`config.mk`:
```
export PLATFORM = sky130hd
export DESIGN_NAME = vm_instruction_decoder_core_flat
export DESIGN_NICKNAME = d
export VERILOG_FILES = /design/src/rtl/vmid_pkg.sv /design/src/rtl/vmid_in_if.sv /design/src/rtl/vmid_out_if.sv /design/src/rtl/vm_instruction_decoder_core.sv /design/src/flat_wrapper.sv
export SDC_FILE = /design/constraint.sdc
export NUM_CORES = 1
export LEC_CHECK = 0
export BUFFER_PORTS_ARGS = -buffer_cell sky130_fd_sc_hd__buf_2
export CAP_MARGIN = 10
export CORE_ASPECT_RATIO = 1.2
export CORE_MARGIN = 2
export CORE_UTILIZATION = 40
export CTS_CLUSTER_SIZE = 24
export DETAILED_ROUTE_END_ITERATION = 8
export PLACE_DENSITY = 0.62
export SETUP_SLACK_MARGIN = 0.1
export SLEW_MARGIN = 40
export SYNTH_ARGS = -nofsm -noshare
export SYNTH_HDL_FRONTEND = slang
export SYNTH_SLANG_ARGS = --single-unit
export TNS_END_PERCENT = 50
```
`constraint.sdc`:
```
create_clock -name i_clk -period 9.3 [get_ports i_clk]
set_input_delay 1.86 -clock i_clk [delete_from_list [all_inputs] [get_ports i_clk]]
set_output_delay 1.86 -clock i_clk [all_outputs]
set_load 0.01 [all_outputs]
```
`src/rtl/vmid_pkg.sv`:
```
`timescale 1ns / 1ps
`default_nettype none

package vmid_pkg;

    localparam int unsigned NUM_PARAMS = 3;
    localparam int unsigned WIN_BYTES  = 14;
    localparam int unsigned WIN_BITS   = WIN_BYTES * 8;

    localparam logic [1:0] KIND_NONE = 2'd0;
    localparam logic [1:0] KIND_REG  = 2'd1;
    localparam logic [1:0] KIND_DIR  = 2'd2;
    localparam logic [1:0] KIND_IND  = 2'd3;

    localparam logic [7:0] OP_MIN   = 8'd1;
    localparam logic [7:0] OP_MAX   = 8'd16;
    localparam logic [7:0] OP_LIVE  = 8'd1;
    localparam logic [7:0] OP_ZJMP  = 8'd9;
    localparam logic [7:0] OP_LDI   = 8'd10;
    localparam logic [7:0] OP_STI   = 8'd11;
    localparam logic [7:0] OP_FORK  = 8'd12;
    localparam logic [7:0] OP_LLDI  = 8'd14;
    localparam logic [7:0] OP_LFORK = 8'd15;

    localparam logic [3:0] POS_NO_CODING = 4'd1;
    localparam logic [3:0] POS_CODING    = 4'd2;

    typedef struct packed {
        logic [63:0] window_head;
        logic [47:0] window_tail;
    } t_vmid_in;

    typedef struct packed {
        logic [7:0]  opcode;
        logic        opcode_ok;
        logic [1:0]  kind_a;
        logic [1:0]  kind_b;
        logic [1:0]  kind_c;
        logic [31:0] operand_a;
        logic [31:0] operand_b;
        logic [31:0] operand_c;
        logic [3:0]  length_bytes;
    } t_vmid_out;

    function automatic logic [2:0] kind_size(input logic [1:0] kind, input logic short_dir);
        logic [2:0] size;
        case (kind)
            KIND_REG: size = 3'd1;
            KIND_DIR: size = short_dir ? 3'd2 : 3'd4;
            KIND_IND: size = 3'd2;
            default:  size = 3'd0;
        endcase
        return size;
    endfunction

endpackage

`default_nettype wire

```
`src/rtl/vmid_in_if.sv`:
```
`timescale 1ns / 1ps
`default_nettype none

interface vmid_in_if;
    import vmid_pkg::*;

    logic     valid;
    logic     ready;
    t_vmid_in data;

    modport source (output valid, output data, input ready);
    modport sink   (input valid, input data, output ready);
endinterface

`default_nettype wire

```
`src/rtl/vmid_out_if.sv`:
```
`timescale 1ns / 1ps
`default_nettype none

interface vmid_out_if;
    import vmid_pkg::*;

    logic      valid;
    logic      ready;
    t_vmid_out data;

    modport source (output valid, output data, input ready);
    modport sink   (input valid, input data, output ready);
endinterface

`default_nettype wire

```
`src/rtl/vm_instruction_decoder_core.sv`:
```
// vm_instruction_decoder_core
// decodes one virtual machine instruction from a 14-byte window per transaction
// input channel i_in: window_head holds bytes 0..7 (byte 0 on top),
//   window_tail holds bytes 8..13; a transaction moves on valid and ready high
// output channel o_out: opcode, opcode_ok, three parameter kinds and values,
//   and the total instruction length in bytes
// three register stages: opcode and coding byte decode with operand offsets,
//   byte selection by offset, then alignment by size into the output register
// throughput: one transaction per cycle while o_out.ready stays high, set by the three-stage pipeline
// each stage advances when it is empty or the stage after it advances, so a
//   stalled receiver fills the pipeline and then drops i_in.ready; bubbles
//   are squeezed out and no transaction is lost or repeated
// reset (synchronous, active low) empties all stages; the block holds no
//   other state between transactions
`timescale 1ns / 1ps
`default_nettype none

module vm_instruction_decoder_core (
    input  wire        i_clk,
    input  wire        i_rst_n,
    vmid_in_if.sink    i_in,
    vmid_out_if.source o_out
);
    import vmid_pkg::*;

    logic w_rdy1;
    logic w_rdy2;
    logic w_rdy3;

    // stage 1
    logic                              r_v1;
    logic [WIN_BITS-1:0]               r_win1;
    logic [7:0]                        r_op1;
    logic                              r_ok1;
    logic [NUM_PARAMS-1:0][1:0]        r_kind1;
    logic [NUM_PARAMS-1:0][3:0]        r_pos1;
    logic [NUM_PARAMS-1:0][2:0]        r_size1;
    logic [3:0]                        r_len1;
    logic [WIN_BITS-1:0]               n_win1;
    logic                              n_ok1;
    logic [NUM_PARAMS-1:0][1:0]        n_kind1;
    logic [NUM_PARAMS-1:0][3:0]        n_pos1;
    logic [NUM_PARAMS-1:0][2:0]        n_size1;
    logic [3:0]                        n_len1;

    // stage 2
    logic                              r_v2;
    logic [7:0]                        r_op2;
    logic                              r_ok2;
    logic [NUM_PARAMS-1:0][1:0]        r_kind2;
    logic [NUM_PARAMS-1:0][2:0]        r_size2;
    logic [NUM_PARAMS-1:0][31:0]       r_raw2;
    logic [3:0]                        r_len2;
    logic [NUM_PARAMS-1:0][31:0]       n_raw2;

    // stage 3
    logic                              r_v3;
    t_vmid_out                         r_out;
    t_vmid_out                         n_out;

    assign w_rdy3 = !r_v3 || o_out.ready;
    assign w_rdy2 = !r_v2 || w_rdy3;
    assign w_rdy1 = !r_v1 || w_rdy2;

    assign i_in.ready  = w_rdy1;
    assign o_out.valid = r_v3;
    assign o_out.data  = r_out;

    // opcode and coding byte decode
    always_comb begin
        logic [7:0] op;
        logic [7:0] cb;
        logic       no_cb;
        logic       short_dir;
        op        = i_in.data.window_head[63:56];
        cb        = i_in.data.window_head[55:48];
        n_win1    = {i_in.data.window_head, i_in.data.window_tail};
        n_ok1     = (op >= OP_MIN) && (op <= OP_MAX);
        no_cb     = (op == OP_LIVE) || (op == OP_ZJMP) || (op == OP_FORK) || (op == OP_LFORK);
        short_dir = (op == OP_ZJMP) || (op == OP_LDI) || (op == OP_STI) || (op == OP_FORK)
                    || (op == OP_LLDI) || (op == OP_LFORK);
        if (!n_ok1) begin
            n_kind1 = '{KIND_NONE, KIND_NONE, KIND_NONE};
        end else if (no_cb) begin
            n_kind1 = '{KIND_NONE, KIND_NONE, KIND_DIR};
        end else begin
            n_kind1 = '{cb[3:2], cb[5:4], cb[7:6]};
        end
        for (int k = 0; k < NUM_PARAMS; k++) begin
            n_size1[k] = kind_size(n_kind1[k], short_dir);
        end
        n_pos1[0] = (n_ok1 && !no_cb) ? POS_CODING : POS_NO_CODING;
        n_pos1[1] = n_pos1[0] + {1'b0, n_size1[0]};
        n_pos1[2] = n_pos1[1] + {1'b0, n_size1[1]};
        n_len1    = n_pos1[2] + {1'b0, n_size1[2]};
    end

    // byte selection at each operand offset
    always_comb begin
        logic [WIN_BITS-1:0] sh;
        for (int k = 0; k < NUM_PARAMS; k++) begin
            sh        = r_win1 << {r_pos1[k], 3'b000};
            n_raw2[k] = sh[WIN_BITS-1 -: 32];
        end
    end

    // alignment by operand size
    always_comb begin
        logic [NUM_PARAMS-1:0][31:0] val;
        for (int k = 0; k < NUM_PARAMS; k++) begin
            case (r_size2[k])
                3'd1:    val[k] = {24'd0, r_raw2[k][31:24]};
                3'd2:    val[k] = {16'd0, r_raw2[k][31:16]};
                3'd4:    val[k] = r_raw2[k];
                default: val[k] = 32'd0;
            endcase
        end
        n_out.opcode       = r_op2;
        n_out.opcode_ok    = r_ok2;
        n_out.kind_a       = r_kind2[0];
        n_out.kind_b       = r_kind2[1];
        n_out.kind_c       = r_kind2[2];
        n_out.operand_a    = val[0];
        n_out.operand_b    = val[1];
        n_out.operand_c    = val[2];
        n_out.length_bytes = r_len2;
    end

    always_ff @(posedge i_clk) begin
        if (!i_rst_n) begin
            r_v1 <= 1'b0;
            r_v2 <= 1'b0;
            r_v3 <= 1'b0;
        end else begin
            if (w_rdy1) begin
                r_v1 <= i_in.valid;
            end
            if (w_rdy2) begin
                r_v2 <= r_v1;
            end
            if (w_rdy3) begin
                r_v3 <= r_v2;
            end
        end
    end

    always_ff @(posedge i_clk) begin
        if (w_rdy1) begin
            r_win1  <= n_win1;
            r_op1   <= i_in.data.window_head[63:56];
            r_ok1   <= n_ok1;
            r_kind1 <= n_kind1;
            r_pos1  <= n_pos1;
            r_size1 <= n_size1;
            r_len1  <= n_len1;
        end
        if (w_rdy2) begin
            r_op2   <= r_op1;
            r_ok2   <= r_ok1;
            r_kind2 <= r_kind1;
            r_size2 <= r_size1;
            r_raw2  <= n_raw2;
            r_len2  <= r_len1;
        end
        if (w_rdy3) begin
            r_out <= n_out;
        end
    end

`ifndef SYNTHESIS
    a_accept_fills_stage1: assert property (@(posedge i_clk) disable iff (!i_rst_n)
        i_in.valid && i_in.ready |=> r_v1)
        else $error("accepted transaction did not reach stage 1");

    a_invalid_op_shape: assert property (@(posedge i_clk) disable iff (!i_rst_n)
        r_v3 && !r_out.opcode_ok |-> r_out.length_bytes == 4'd1 && r_out.kind_a == KIND_NONE
            && r_out.kind_b == KIND_NONE && r_out.kind_c == KIND_NONE)
        else $error("invalid opcode with parameters or length other than one");

    a_valid_op_length: assert property (@(posedge i_clk) disable iff (!i_rst_n)
        r_v3 && r_out.opcode_ok |-> r_out.length_bytes >= 4'd2 && r_out.length_bytes <= 4'd14)
        else $error("valid opcode with length out of range");

    a_stall_holds_stage3: assert property (@(posedge i_clk) disable iff (!i_rst_n)
        r_v3 && !o_out.ready |=> r_v3 && $stable(r_out))
        else $error("output register changed while stalled");

    a_full_blocks_input: assert property (@(posedge i_clk) disable iff (!i_rst_n)
        r_v1 && r_v2 && r_v3 && !o_out.ready |-> !i_in.ready)
        else $error("input taken while the pipeline is full and stalled");
`endif

endmodule

`default_nettype wire

```
`src/flat_wrapper.sv`:
```
// flat-port wrapper written by rule: the top's interface ports become plain ports
module vm_instruction_decoder_core_flat import vmid_pkg::*;
  (i_clk, i_rst_n, i_in_valid, i_in_data, i_in_ready, o_out_valid, o_out_data, o_out_ready);
  vmid_in_if i_in_i ();
  vmid_out_if o_out_i ();
  input  wire i_clk;
  input  wire i_rst_n;
  input wire logic [$bits(i_in_i.valid)-1:0] i_in_valid;
  input wire logic [$bits(i_in_i.data)-1:0] i_in_data;
  output wire logic [$bits(i_in_i.ready)-1:0] i_in_ready;
  output wire logic [$bits(o_out_i.valid)-1:0] o_out_valid;
  output wire logic [$bits(o_out_i.data)-1:0] o_out_data;
  input wire logic [$bits(o_out_i.ready)-1:0] o_out_ready;
  assign i_in_i.valid = i_in_valid;
  assign i_in_i.data = i_in_data;
  assign i_in_ready = i_in_i.ready;
  assign o_out_valid = o_out_i.valid;
  assign o_out_data = o_out_i.data;
  assign o_out_i.ready = o_out_ready;
  vm_instruction_decoder_core u_core (.i_clk(i_clk), .i_rst_n(i_rst_n), .i_in(i_in_i), .o_out(o_out_i));
endmodule
```
==> results.env <==
GRT_USE_TOTAL=0.2200
DETAIL_ROUTE.ITER0.VIOLATIONS=1417
BOUNDARYPINS=233
SYNTH_CELLS=1420
MAIN_COMBINATIONAL_CELL_FAMILY_BY_AREA_AFTER_SYNTHESIS='multiplexers'
REPORTED_NET_SWITCHING_POWER_W=0.0009918
SYNTH_FP_NETS=1547
QUANTITY_OF_GATES_RESIZED_FOLLOWING_CTS=0
SLEW_HEADROOM=0.4901
YOSYS_MOST_USED_DFF='sky130_fd_sc_hd__edfxtp_1'
CLOCK_INSERTION_DELAY_WORST_SKEW_NS=0.57
MIN_FROM='u_core.n_out[104]$_DFFE_PP_'
VDD_IR_DROP_MAX_mV=0.1217
PORT-BUFFER-COUNT=232
CRIT_ARRIVAL_NS=3.51
TRITONCTS_CLOCK_TREE='yes'
SYNTH.DISTINCT_CELLS=55
NUM_ROWS=89
TIMING.CRITICAL_PATH.MODE_CELL='sky130_fd_sc_hd__buf_2'
STATUS='finished clean'
SETUP_VIOL=0
POWER.DENSITY_nW_PER_UM2=181.8
CLOCKBUFFERDEPTH=3
FINAL.PERIOD_UTILIZATION=0.5775
P_SW_FRAC=0.2401
SYNTH_COMPOUND_GATE_AREA_SHARE=0.1031
TIMING.SETUP.CRITICAL_PATH_CLASS='in2out'
WORSTSETUPSTARTPOINTTYPE='primary input'
POST_SYNTH_MAIN_AREA_CONTRIBUTORS='sky130_fd_sc_hd__edfxtp_1 57%, sky130_fd_sc_hd__mux4_2 12%, sky130_fd_sc_hd__mux2i_1 5.1%, sky130_fd_sc_hd__mux2_2 2.5%, sky130_fd_sc_hd__nor2_1 2.1%'
TIMING.CRITICAL_PATH.REQUIRED_NS=7.44
FIN_WORST_SKEW_NS=0.02689
WL_PER_CELL_UM=25.36
SYNTH.MOST_COMMON_CELL='sky130_fd_sc_hd__edfxtp_1'
TRITONCTS_NUM_SINKS=384
INTERNAL_POWER_W=0.003139
WORST_SETUP_PATH_STARTPOINT='o_out_ready'
SYNTHSIMPLEGATEAREAFRAC=0.07129
YOSYS.AREA_SHARE.ADDER=0.008040
YS.WARNINGS.COUNT=0
ROUTE.VIAS.TOTAL=13331
FINALHOLDWORSTSLACK_NS=0.4218
WORSTPATHCELLLIST='buf_2, nor2b_1, nand3_4, buf_12, buf_2'
NUMBER_OF_SETUP_BUFFERS_ADDED_AFTER_CTS=0
AVGVIACOUNTPERCELL=5.899
LARGEST_STAGE_DELAY_ON_THE_CRITICAL_PATH_NS=0.54
DIE_HEIGHT_UM=248.5
HOLD_PATH_CLASS='reg2reg'
SYNTH_TOP_AREA_CELL='sky130_fd_sc_hd__edfxtp_1'
HPWLAFTERDP_MM=41.22
GR-TOTAL-OVERFLOW=0
FP.DIEAREA_UM2=51610
CATEGORY_OF_THE_WORST_SETUP_PATH_CAPTURE_POINT='output port'
CRIT_SLOWEST_CELL='sky130_fd_sc_hd__nor2b_1'
VIA_COUNT_OF_THE_FIRST_GLOBAL_ROUTING_PASS=13183
FINAL_MAX_SLEW_VIOL_COUNT=0
HTREE_LEVELS=2
GLOBAL_PLACER_S_FINAL_WEIGHTED_CONGESTION=0.8972
LAYOUT-AREA-OVERHEAD-VS-SYNTH_PCT=14.08
FLOORPLAN.INITIALDENSITY=0.4047
POST_LAYOUT_MINIMUM_CYCLE_TIME_NS=5.371
COREAREA_UM2=49220
HOLDBUFCOUNTCTS=0
STATIC_LEAKAGE_POWER_nW=8.789
FINALWIRELENGTH_MM=57.31
FMAX_MHz=186.2
ASYNC_RESET_FF_FRAC=0
PLACEMENT.SETUP.WORST_SLACK_NS=3.628
WORST_SLEW_PIN_SLEW_NS=0.7649
SYNTH_AREA_UM2=19920
SYNTH.TOP_CELL.AREA_SHARE=0.5743
WORST_R2R_STARTPOINT='u_core.r_pos1[10]$_DFFE_PP_'
SUM_OF_NEGATIVE_SETUP_SLACK_NS=0
FIRSTDRTPASSITERS=5
GRT_ANTENNA_BEFORE_REPAIR=5
SEQPWRFRAC=0.511
GRT_SETUP_UNREPAIRED='false'
SEQ_AREA_FRAC_SYNTH=0.5774
ANT_NETS=0
YOSYS.AREA_SHARE.XOR_XNOR=0.003517
CTS_BUFFERS=40
SYNTHTOPCELLSBYCOUNT='381 x sky130_fd_sc_hd__edfxtp_1, 111 x sky130_fd_sc_hd__nor2_1, 103 x sky130_fd_sc_hd__mux4_2'
DIE_WIDTH_UM=207.7
NUM-NETS-FINAL=1720
POST_ROUTE_CELLS_DRIVE_ABOVE_1_SHARE=0.2953
AVERAGE_CELL_AREA_AFTER_SYNTHESIS_UM2=14.03
CTS-ROOT-BUF='sky130_fd_sc_hd__clkbuf_16'
COUNT_OF_ENDPOINTS_FAILING_HOLD_IN_THE_FINAL_TIMING_REPORT=0
GRT_MAX_DEGREE=84
POSTLAYOUTSETUPSLACKWORST_NS=3.929
REMAINING_DRC_ERRORS=0
CRITICAL_PATH_BUF_INV_COUNT=3
COMBPWRFRAC=0.099
P_CLK_FRAC=0.390
PATH_MAX_FANOUT=32
PROPORTION_OF_SYNTHESIZED_AREA_IN_MUX_CELLS=0.1998
SYNTH_EDF_COUNT=381
YS_SEQ_ELEMENTS=384
CRITICAL_PATH.TOP_DELAY_FAMILY='simple AND/OR/NAND/NOR gates'
PATH_CLK_SLEW_NS=0.07
MAXCAPVIOLCOUNT=0
FIRST_PASS_GRT_WIRE_LENGTH_MM=85.14
==> per-layer routing <==
layer | track usage | routed length [um] | vias to the layer above
met2 | 0.3718 | 28490 | 536
met3 | 0.03498 | 3554 | 128
met5 | 0 | 29 | -
met1 | 0.2775 | 22310 | 6756
li1 | - | - | 5907
met4 | 0.1029 | 2923 | 4
==> worst paths after layout <==
path	end	slack (ns)	depth (start not counted)
worst max-delay path	i_in_ready	3.93	5
worst min-delay path	u_core.o_out.data[104]$_DFFE_PP_	0.42	0
worst max register to register	u_core.r_raw2[82]$_DFFE_PP_	5.94	6
worst min register to register	u_core.o_out.data[104]$_DFFE_PP_	0.42	0
==> through the flow <==
step | total power [W] | instance area, um^2 | cells | util
finish | 0.004130 | 22720 | 2260 | 0.4617
global route | 0.004269 | 22720 | 2260 | 0.4617
CTS | 0.004163 | 22690 | 2258 | 0.4610
detailed placement | 0.002551 | 21370 | 2187 | 0.4343
global placement | 0.002544 | 21360 | 2187 | 0.4340
floorplan | 0.002377 | 19920 | 1420 | -
==> power by group through the flow <==
| stage | Clock, W | Sequential (W) | Combinational (W) |
|---|---|---|---|
| after global placement | 0 | 0.00214 | 0.000399 |
| after detailed placement | 0 | 0.00215 | 0.000405 |
| after floorplan | 0 | 0.00210 | 0.000272 |
| final | 0.00161 | 0.00211 | 0.000408 |
| after CTS | 0.00165 | 0.00211 | 0.000406 |
| after global routing | 0.00171 | 0.00212 | 0.000437 |
==> layout by cell type (no fill, tap or decap), drive strengths merged, types with 2 or more instances in the layout <==
| master | instances |
|---|---|
| o211ai | 20 |
| nand3 | 5 |
| mux2i | 101 |
| edfxtp | 381 |
| o21bai | 2 |
| a211oi | 25 |
| nand2 | 66 |
| and2 | 51 |
| mux4 | 104 |
| nor2b | 33 |
| clkbuf | 42 |
| a311oi | 3 |
| buf | 251 |
| nor3 | 6 |
| nor2 | 113 |
| and3 | 5 |
| o21ai | 78 |
| ha | 8 |
| a22oi | 48 |
| or3 | 2 |
| clkinv | 17 |
| a21oi | 82 |
| and2b | 4 |
| a2bb2oi | 17 |
| xnor2 | 3 |
| o22ai | 35 |
| nand2b | 9 |
| xor2 | 5 |
| mux2 | 53 |
| bufinv | 5 |
| a31oi | 2 |
| a21o | 5 |
| o22a | 4 |
| fa | 3 |
| dfxtp | 3 |
| inv | 22 |
==> cell families (layout without fill, tap and decap cells) <==
group                    count (synthesis)  after routing
XOR/XNOR                                 8              8
adder cells (fa/ha/maj)                 11             11
AO/OA/AOI/OAI                          325            325
other                                    0              1
buffers and inverters                  136            338
flip-flops                             384            384
multiplexers                           258            258
AND/OR/NAND/NOR                        298            298
==> flip-flops by register name, indices dropped and copies added, names as in the netlist <==
name,cells
u_core.r_op2,8
u_core.r_v1,1
u_core.r_size2,9
u_core.r_len2,4
u_core.o_out.valid,1
u_core.n_out,6
u_core.r_len1,4
u_core.r_kind1,6
u_core.r_ok2,1
u_core.r_pos1,10
u_core.r_win1,104
u_core.r_op1,8
u_core.r_ok1,1
u_core.o_out.data,115
u_core.r_size1,9
u_core.r_v2,1
u_core.r_raw2,96
==> final cells by class <==
class | count | area (um^2)
Fill cell | 4423 | 26500
Sequential cell | 384 | 11500
Antenna cell | 1 | 2.502
Tap cell | 637 | 797.0
Timing Repair Buffer | 251 | 1339
Clock inverter | 29 | 305.3
Clock buffer | 42 | 1008
Multi-Input combinational cell | 900 | 7709
Inverter | 16 | 62.56
==> worst reg2reg max path: stages, from the launching register on <==
cell and delay [ns]:
sky130_fd_sc_hd__edfxtp_1 0.32, sky130_fd_sc_hd__buf_4 0.34, sky130_fd_sc_hd__buf_4 0.64, sky130_fd_sc_hd__nand2b_1 0.52, sky130_fd_sc_hd__nor2_2 0.72, sky130_fd_sc_hd__a2bb2oi_1 0.17
sky130_fd_sc_hd__a21oi_1 0.39
No activity file was read; power rests on OpenSTA's default activity.
